**src/hw/rtl/sau_pkg.sv**
```systemverilog
// shared types, codes and sizes for the signed alu
`default_nettype none

package sau_pkg;

    // operand width and derived sizes
    localparam int W       = 16;
    localparam int RW      = 32;
    localparam int LATENCY = W + 2;

    // operation codes
    localparam logic [2:0] OP_ADD = 3'd0;
    localparam logic [2:0] OP_SUB = 3'd1;
    localparam logic [2:0] OP_MUL = 3'd2;
    localparam logic [2:0] OP_DIV = 3'd3;
    localparam logic [2:0] OP_REM = 3'd4;

    // how the end of the chain forms the result
    localparam logic [1:0] K_SMP = 2'd0;
    localparam logic [1:0] K_QUO = 2'd1;
    localparam logic [1:0] K_REM = 2'd2;

    typedef struct packed {
        logic [2:0]         req_type;
        logic signed [15:0] operand_a;
        logic signed [15:0] operand_b;
    } t_req;

    typedef struct packed {
        logic signed [31:0] result_value;
        logic               error_code;
    } t_rsp;

    // payload carried from cell to cell
    typedef struct packed {
        logic [1:0]    kind;
        logic          neg;
        logic          err;
        logic [RW-1:0] simple;
        logic [W-1:0]  prem;
        logic [W-1:0]  quo;
        logic [W-1:0]  dvs;
    } t_lane;

endpackage

`default_nettype wire

```
**src/hw/rtl/sau_front.sv**
```systemverilog
// entry stage: decode, add, subtract, multiply and divider setup
`default_nettype none

module sau_front (
    input  wire logic          i_clk,
    input  wire logic          i_rst_n,
    input  wire logic          i_take,
    input  wire sau_pkg::t_req i_req,
    output logic               o_vld,
    output sau_pkg::t_lane     o_lane
);

    logic                          r_vld;
    sau_pkg::t_lane                r_lane;
    sau_pkg::t_lane                n_lane;
    logic signed [sau_pkg::W-1:0]  a;
    logic signed [sau_pkg::W-1:0]  b;
    logic [sau_pkg::RW-1:0]        a_ext;
    logic [sau_pkg::RW-1:0]        b_ext;
    logic signed [sau_pkg::RW-1:0] prod;
    logic [sau_pkg::W-1:0]         mag_a;
    logic [sau_pkg::W-1:0]         mag_b;
    logic                          dz;

    // operands as signed values and their magnitudes
    assign a     = i_req.operand_a[sau_pkg::W-1:0];
    assign b     = i_req.operand_b[sau_pkg::W-1:0];
    assign a_ext = {{(sau_pkg::RW-sau_pkg::W){a[sau_pkg::W-1]}}, a};
    assign b_ext = {{(sau_pkg::RW-sau_pkg::W){b[sau_pkg::W-1]}}, b};
    assign prod  = a * b;
    assign mag_a = a[sau_pkg::W-1] ? sau_pkg::W'(-a) : a;
    assign mag_b = b[sau_pkg::W-1] ? sau_pkg::W'(-b) : b;
    assign dz    = (b == '0);

    // choose what the chain carries for this item
    always_comb begin
        n_lane        = '0;
        n_lane.prem   = '0;
        n_lane.quo    = mag_a;
        n_lane.dvs    = mag_b;
        n_lane.kind   = sau_pkg::K_SMP;
        unique case (i_req.req_type)
            sau_pkg::OP_ADD: begin
                n_lane.simple = a_ext + b_ext;
            end
            sau_pkg::OP_SUB: begin
                n_lane.simple = a_ext - b_ext;
            end
            sau_pkg::OP_MUL: begin
                n_lane.simple = prod;
            end
            sau_pkg::OP_DIV: begin
                n_lane.err  = dz;
                n_lane.kind = dz ? sau_pkg::K_SMP : sau_pkg::K_QUO;
                n_lane.neg  = a[sau_pkg::W-1] ^ b[sau_pkg::W-1];
            end
            sau_pkg::OP_REM: begin
                n_lane.err  = dz;
                n_lane.kind = dz ? sau_pkg::K_SMP : sau_pkg::K_REM;
                n_lane.neg  = a[sau_pkg::W-1];
            end
            default: begin
                n_lane.simple = '0;
            end
        endcase
    end

    // valid flag
    always_ff @(posedge i_clk) begin
        if (!i_rst_n) begin
            r_vld <= 1'b0;
        end else begin
            r_vld <= i_take;
        end
    end

    // payload
    always_ff @(posedge i_clk) begin
        r_lane <= n_lane;
    end

    assign o_vld  = r_vld;
    assign o_lane = r_lane;

endmodule

`default_nettype wire

```
**src/hw/rtl/sau_cell.sv**
```systemverilog
// one restoring division step, registered, handing its item to the next cell
`default_nettype none

module sau_cell (
    input  wire logic           i_clk,
    input  wire logic           i_rst_n,
    input  wire logic           i_vld,
    input  wire sau_pkg::t_lane i_lane,
    output logic                o_vld,
    output sau_pkg::t_lane      o_lane
);

    logic               r_vld;
    sau_pkg::t_lane     r_lane;
    sau_pkg::t_lane     n_lane;
    logic [sau_pkg::W:0] trial;

    // shift in the next dividend bit and try the subtraction
    assign trial = {i_lane.prem, i_lane.quo[sau_pkg::W-1]} - {1'b0, i_lane.dvs};

    always_comb begin
        n_lane = i_lane;
        if (!trial[sau_pkg::W]) begin
            n_lane.prem = trial[sau_pkg::W-1:0];
            n_lane.quo  = {i_lane.quo[sau_pkg::W-2:0], 1'b1};
        end else begin
            n_lane.prem = {i_lane.prem[sau_pkg::W-2:0], i_lane.quo[sau_pkg::W-1]};
            n_lane.quo  = {i_lane.quo[sau_pkg::W-2:0], 1'b0};
        end
    end

    // valid flag
    always_ff @(posedge i_clk) begin
        if (!i_rst_n) begin
            r_vld <= 1'b0;
        end else begin
            r_vld <= i_vld;
        end
    end

    // payload
    always_ff @(posedge i_clk) begin
        r_lane <= n_lane;
    end

    assign o_vld  = r_vld;
    assign o_lane = r_lane;

endmodule

`default_nettype wire

```
**src/hw/rtl/signed_alu_add_sub_mul_div_mod.sv**
```systemverilog
// top level of the signed alu: entry stage, divider cell row, result register
//
// Usage
//   Input channel: an item (opcode, two 16-bit signed operands on i_req) is
//   taken at a rising edge where start is high and busy is low. busy is low
//   whenever reset is released, so a new item may be issued every cycle.
//   Result channel: o_done is high for exactly one cycle per result, with o_rsp valid;
//   the receiver must take it then and cannot hold results off.
//   Path: every operation passes through one entry stage (add, subtract and
//   the 16x16 multiplier), sixteen division cells of one quotient bit each,
//   and the output register that fixes signs.
//   Throughput: one item per cycle; items leave in issue order.
//   Divide or remainder by zero gives result zero with error_code set; the
//   unused opcodes give zero with no error.
//   Reset: synchronous, active low; it drops every item in flight and holds
//   busy high while asserted.
`default_nettype none

module signed_alu_add_sub_mul_div_mod (
    input  wire logic          i_clk,
    input  wire logic          i_rst_n,
    input  wire logic          start,
    input  wire sau_pkg::t_req i_req,
    output logic               busy,
    output logic               o_done,
    output sau_pkg::t_rsp      o_rsp
);

    logic                    s_vld  [0:sau_pkg::W];
    sau_pkg::t_lane          s_lane [0:sau_pkg::W];
    logic                    take;
    logic                    r_done;
    sau_pkg::t_rsp           r_rsp;
    sau_pkg::t_rsp           n_rsp;
    sau_pkg::t_lane          last;
    logic [sau_pkg::RW-1:0]  mag;

    assign busy = !i_rst_n;
    assign take = start && !busy;

    // entry stage
    sau_front u_front (
        .i_clk   (i_clk),
        .i_rst_n (i_rst_n),
        .i_take  (take),
        .i_req   (i_req),
        .o_vld   (s_vld[0]),
        .o_lane  (s_lane[0])
    );

    // row of division cells, one quotient bit each
    for (genvar g = 0; g < sau_pkg::W; g++) begin : g_cell
        sau_cell u_cell (
            .i_clk   (i_clk),
            .i_rst_n (i_rst_n),
            .i_vld   (s_vld[g]),
            .i_lane  (s_lane[g]),
            .o_vld   (s_vld[g+1]),
            .o_lane  (s_lane[g+1])
        );
    end

    // final sign fix and result selection
    assign last = s_lane[sau_pkg::W];

    always_comb begin
        mag = '0;
        n_rsp.error_code = last.err;
        unique case (last.kind)
            sau_pkg::K_QUO: mag = {{(sau_pkg::RW-sau_pkg::W){1'b0}}, last.quo};
            sau_pkg::K_REM: mag = {{(sau_pkg::RW-sau_pkg::W){1'b0}}, last.prem};
            default:        mag = '0;
        endcase
        if (last.kind == sau_pkg::K_SMP) begin
            n_rsp.result_value = last.simple;
        end else begin
            n_rsp.result_value = last.neg ? -mag : mag;
        end
    end

    // result strobe
    always_ff @(posedge i_clk) begin
        if (!i_rst_n) begin
            r_done <= 1'b0;
        end else begin
            r_done <= s_vld[sau_pkg::W];
        end
    end

    // result payload
    always_ff @(posedge i_clk) begin
        r_rsp <= n_rsp;
    end

    assign o_done = r_done;
    assign o_rsp  = r_rsp;

endmodule

`default_nettype wire

```
**config.mk**
```make
export PLATFORM = sky130hd
export DESIGN_NAME = signed_alu_add_sub_mul_div_mod
export DESIGN_NICKNAME = d
export VERILOG_FILES = /design/src/hw/rtl/sau_pkg.sv /design/src/hw/rtl/sau_front.sv /design/src/hw/rtl/sau_cell.sv /design/src/hw/rtl/signed_alu_add_sub_mul_div_mod.sv
export SDC_FILE = /design/constraint.sdc
export NUM_CORES = 2
export LEC_CHECK = 0
export BUFFER_PORTS_ARGS = -buffer_cell sky130_fd_sc_hd__buf_4
export CORE_MARGIN = 4
export CORE_UTILIZATION = 57
export CTS_CLUSTER_SIZE = 30
export DETAILED_ROUTE_END_ITERATION = 7
export GPL_TIMING_DRIVEN = 0
export PLACE_DENSITY = 0.73
export SETUP_SLACK_MARGIN = 0.1
export SLEW_MARGIN = 30
export SYNTH_ARGS = -nofsm -noshare
export SYNTH_HDL_FRONTEND = slang
export SYNTH_HIERARCHICAL = 1
export SYNTH_SLANG_ARGS = --single-unit
```
**constraint.sdc**
```tcl
create_clock -name i_clk -period 6.9 [get_ports i_clk]
set_input_delay 0.69 -clock i_clk [delete_from_list [all_inputs] [get_ports i_clk]]
set_output_delay 0.69 -clock i_clk [all_outputs]
set_load 0.005 [all_outputs]
```
==> impl_results.md <==
* Core area at 102000 µm²
* Die W at 329 µm
* Number of cells on the critical path at 22
* Die Ht at 329 µm
* CP endpoint kind: flip-flop
* Final hold violation count at 0
* Netlist Area Pre-Place at 58700 µm²
* # IOs at 73
* Avg Synthesized Cell Area at 11.4 µm²
* CP max stage delay at 0.58 ns
* Crit path max fanout at 10
* Critical path arrival at 7.26 ns
* Leakage at 30.3 nW
* Clock tree sinks at 1447
* Total congestion overflow at 0
* DRT Pass-1 Iters at 6
* Filler cell count at 7782
* Achievable Freq at 0.152 GHz
* Clock Path Buffers at 3
* CP required at 7.57 ns
* R2R cell count at 10
* Largest net degree at the start of global routing at 21
* CTS tree: yes
* Post-Layout Cell Count at 6871
* Starting Density at 0.575
* Clock root buffer: clkbuf_16
* Clock Latency Late Sink at 0.77 ns
* Clk slew on worst S/H paths at 0.06 ns
* DP Cell Count at 6622
* Clock power share at 0.202
* Critical Path Source: i_req[12]
* Critical path, cell by cell: buf_4, clkbuf_1, buf_1, nand2_1, fa_1, inv_1, fa_1, fa_1, fa_1, fa_1, inv_1, fa_1, inv_1, ha_1, and2_1, and3_1, and3_1, and3_1, o41ai_4, a21boi_2, o21a_1, o31ai_2
* CP Class: input port to flip-flop
* Fin crit period at 6.59 ns
* Final nets at 6086
* Critical path's most frequent cell: fa_1
* Fin Hold WS at 0.165 ns
* Sw Pwr at 14.4 mW
* Die area at 108000 µm²
* Startpoint types: input port
* Post-detail-place hpwl at 87400 µm
* Tcrit/Tclk final at 0.955
* Critical path's slowest cell: fa_1
* Area delta synth->final at 12.4%
* Post-Synthesis Cells at 5169
* Initial antenna violation count at 4
* Setup-failing EPs final at 0
* Cts hold-fix bufs at 0
* CTS HTree Levels at 4
* Cell Rows at 117
* Layout cell share with drive strength beyond 1 at 0.119
* Final instance area at 65900 µm²
* Area of placed instances at 61000 µm²
* Max-slew violation count at 0
* Switching share of power at 0.368
* Power density cells at 592 nW/µm²
* Peak supply drop at 699 µV
* Max-slew headroom at 0.360
* Register share of total power at 0.302
* Routed via count at 36200
* DRC violations left at 0
* Combinational share of power at 0.496
* Cell internal pwr at 24.7 mW
* Num CTS Buffers at 137
* CP top delay family: adder cells
* Buf+Inv Stages, Crit Path at 6
* Gr usage total at 0.224
* Worst R2R Setup Slack at 3.49 ns
* Status: complete, no violations
* Vias per cell at 5.26
* Max-cap viol count at 0
* Fin Clk Skew at 0.0674 ns
* End of the critical path: u_front/o_lane[77]$_DFF_P_
* Reg2reg end: g_cell[3].u_cell/o_lane[33]$_DFF_P_
* GPL Wtd Cong at 0.942
* Per-cell routed wire length at 17.4 µm
* Initial DRC count at 2390
* Slew of the pin with the lowest slew margin at 0.952 ns
* First-pass GRT wire length at 193000 µm
* Yosys warns at 6
* Number of I/O port buffers at 70
* RSZ-0062 raised after global routing: false
* Post-Route WL at 120000 µm
* Vias in the first global route at 37600
* DRT antenna net count at 0
* Hold crit path type: input port to flip-flop
* Worst r2r src: g_cell[2].u_cell/o_lane[2]$_DFF_P_
## metal layers
layer  global-route usage  up-vias  routed length, µm
met2                0.383     1013              58100
met3               0.0501      262               7730
met1                0.277    17300              49900
met5                    0        -                 46
met4               0.0838        6               3820
li1                     -    17600                  -
## flip-flops by register name, indices dropped and copies added, names as in the netlist
signal / flops
g_cell.u_cell/o_lane: 1328
g_cell.u_cell/o_vld: 16
o_done: 1
o_rsp: 33
u_front/o_lane: 68
u_front/o_vld: 1
## per-stage QoR
| step | setup TNS (ns) | setup slack [ns] | util | power (mW) |
|---|---|---|---|---|
| after global routing | 0 | 0.111 | 0.646 | 41.8 |
| after CTS | 0 | 0.198 | 0.646 | 39.1 |
| after global placement | -14.27 | -1.66 | 0.598 | 30.5 |
| after floorplan | 0 | 0.152 | - | 26.6 |
| final | 0 | 0.311 | 0.646 | 39.0 |
| after detailed placement | -12.78 | -1.55 | 0.598 | 30.9 |
## cell type report
| type | instances | area, µm² | area share |
|---|---|---|---|
| Buffer | 110 | 621 | 0.00941 |
| Clock inverter | 56 | 1040 | 0.0157 |
| Timing Repair Buffer | 72 | 553 | 0.00839 |
| Multi-Input combinational cell | 2984 | 26800 | 0.406 |
| Tap cell | 1368 | 1710 | 0.0260 |
| Inverter | 638 | 2400 | 0.0363 |
| Antenna cell | 2 | 5.00 | 0.0000759 |
| Clock buffer | 194 | 3900 | 0.0592 |
| Sequential cell | 1447 | 29000 | 0.439 |
## timing repair
action	4_1_cts	5_1_grt
pin swaps	0	1
endpoints found under the setup margin	7	10
buffers inserted	0	2
resized for setup	2	16
cloned	0	0
## power groups by stage
stage / clock, mW / sequential [mW] / combinational [mW]
floorplan: 0 / 11.5 / 15.1
global placement: 0 / 11.9 / 18.7
detailed placement: 0 / 11.9 / 19.0
CTS: 8.07 / 11.8 / 19.2
global route: 8.42 / 12.0 / 21.4
finish: 7.89 / 11.8 / 19.4
## worst min path at each step
stage	depth (start not counted)	from	to	slack, ns
2_1_floorplan	0	u_front/o_lane[16]$_DFF_P_	g_cell[0].u_cell/o_lane[17]$_DFF_P_	0.31
3_3_place_gp	0	g_cell[2].u_cell/o_lane[77]$_DFF_P_	g_cell[3].u_cell/o_lane[77]$_DFF_P_	0.31
3_5_place_dp	0	u_front/o_lane[17]$_DFF_P_	g_cell[0].u_cell/o_lane[18]$_DFF_P_	0.31
4_1_cts	1	i_req[16]	u_front/o_lane[16]$_DFF_P_	0.09
5_1_grt	1	i_req[16]	u_front/o_lane[16]$_DFF_P_	0.11
6_report	1	i_req[16]	u_front/o_lane[16]$_DFF_P_	0.17
## cells in the final DEF (no fill, tap or decap), drive strengths merged, types with 17 or more instances in the layout
| cell type | instances |
|---|---|
| xor2 | 101 |
| inv | 645 |
| nand2 | 276 |
| or3 | 19 |
| nor2b | 37 |
| a211oi | 57 |
| clkbuf | 258 |
| ha | 378 |
| fa | 280 |
| a21o | 66 |
| dfxtp | 1447 |
| o31a | 21 |
| nor2 | 199 |
| nand2b | 61 |
| clkinv | 28 |
| o31ai | 25 |
| mux2i | 34 |
| buf | 118 |
| and3 | 23 |
| nand3 | 94 |
| o2111ai | 17 |
| a21oi | 195 |
| o21bai | 41 |
| mux2 | 225 |
| o211a | 34 |
| and4 | 19 |
| and2 | 130 |
| a22o | 18 |
| xnor2 | 171 |
| o21ai | 197 |
| a21boi | 21 |
| o21a | 41 |
| o211ai | 20 |
Power figures use the tool's default switching activity.
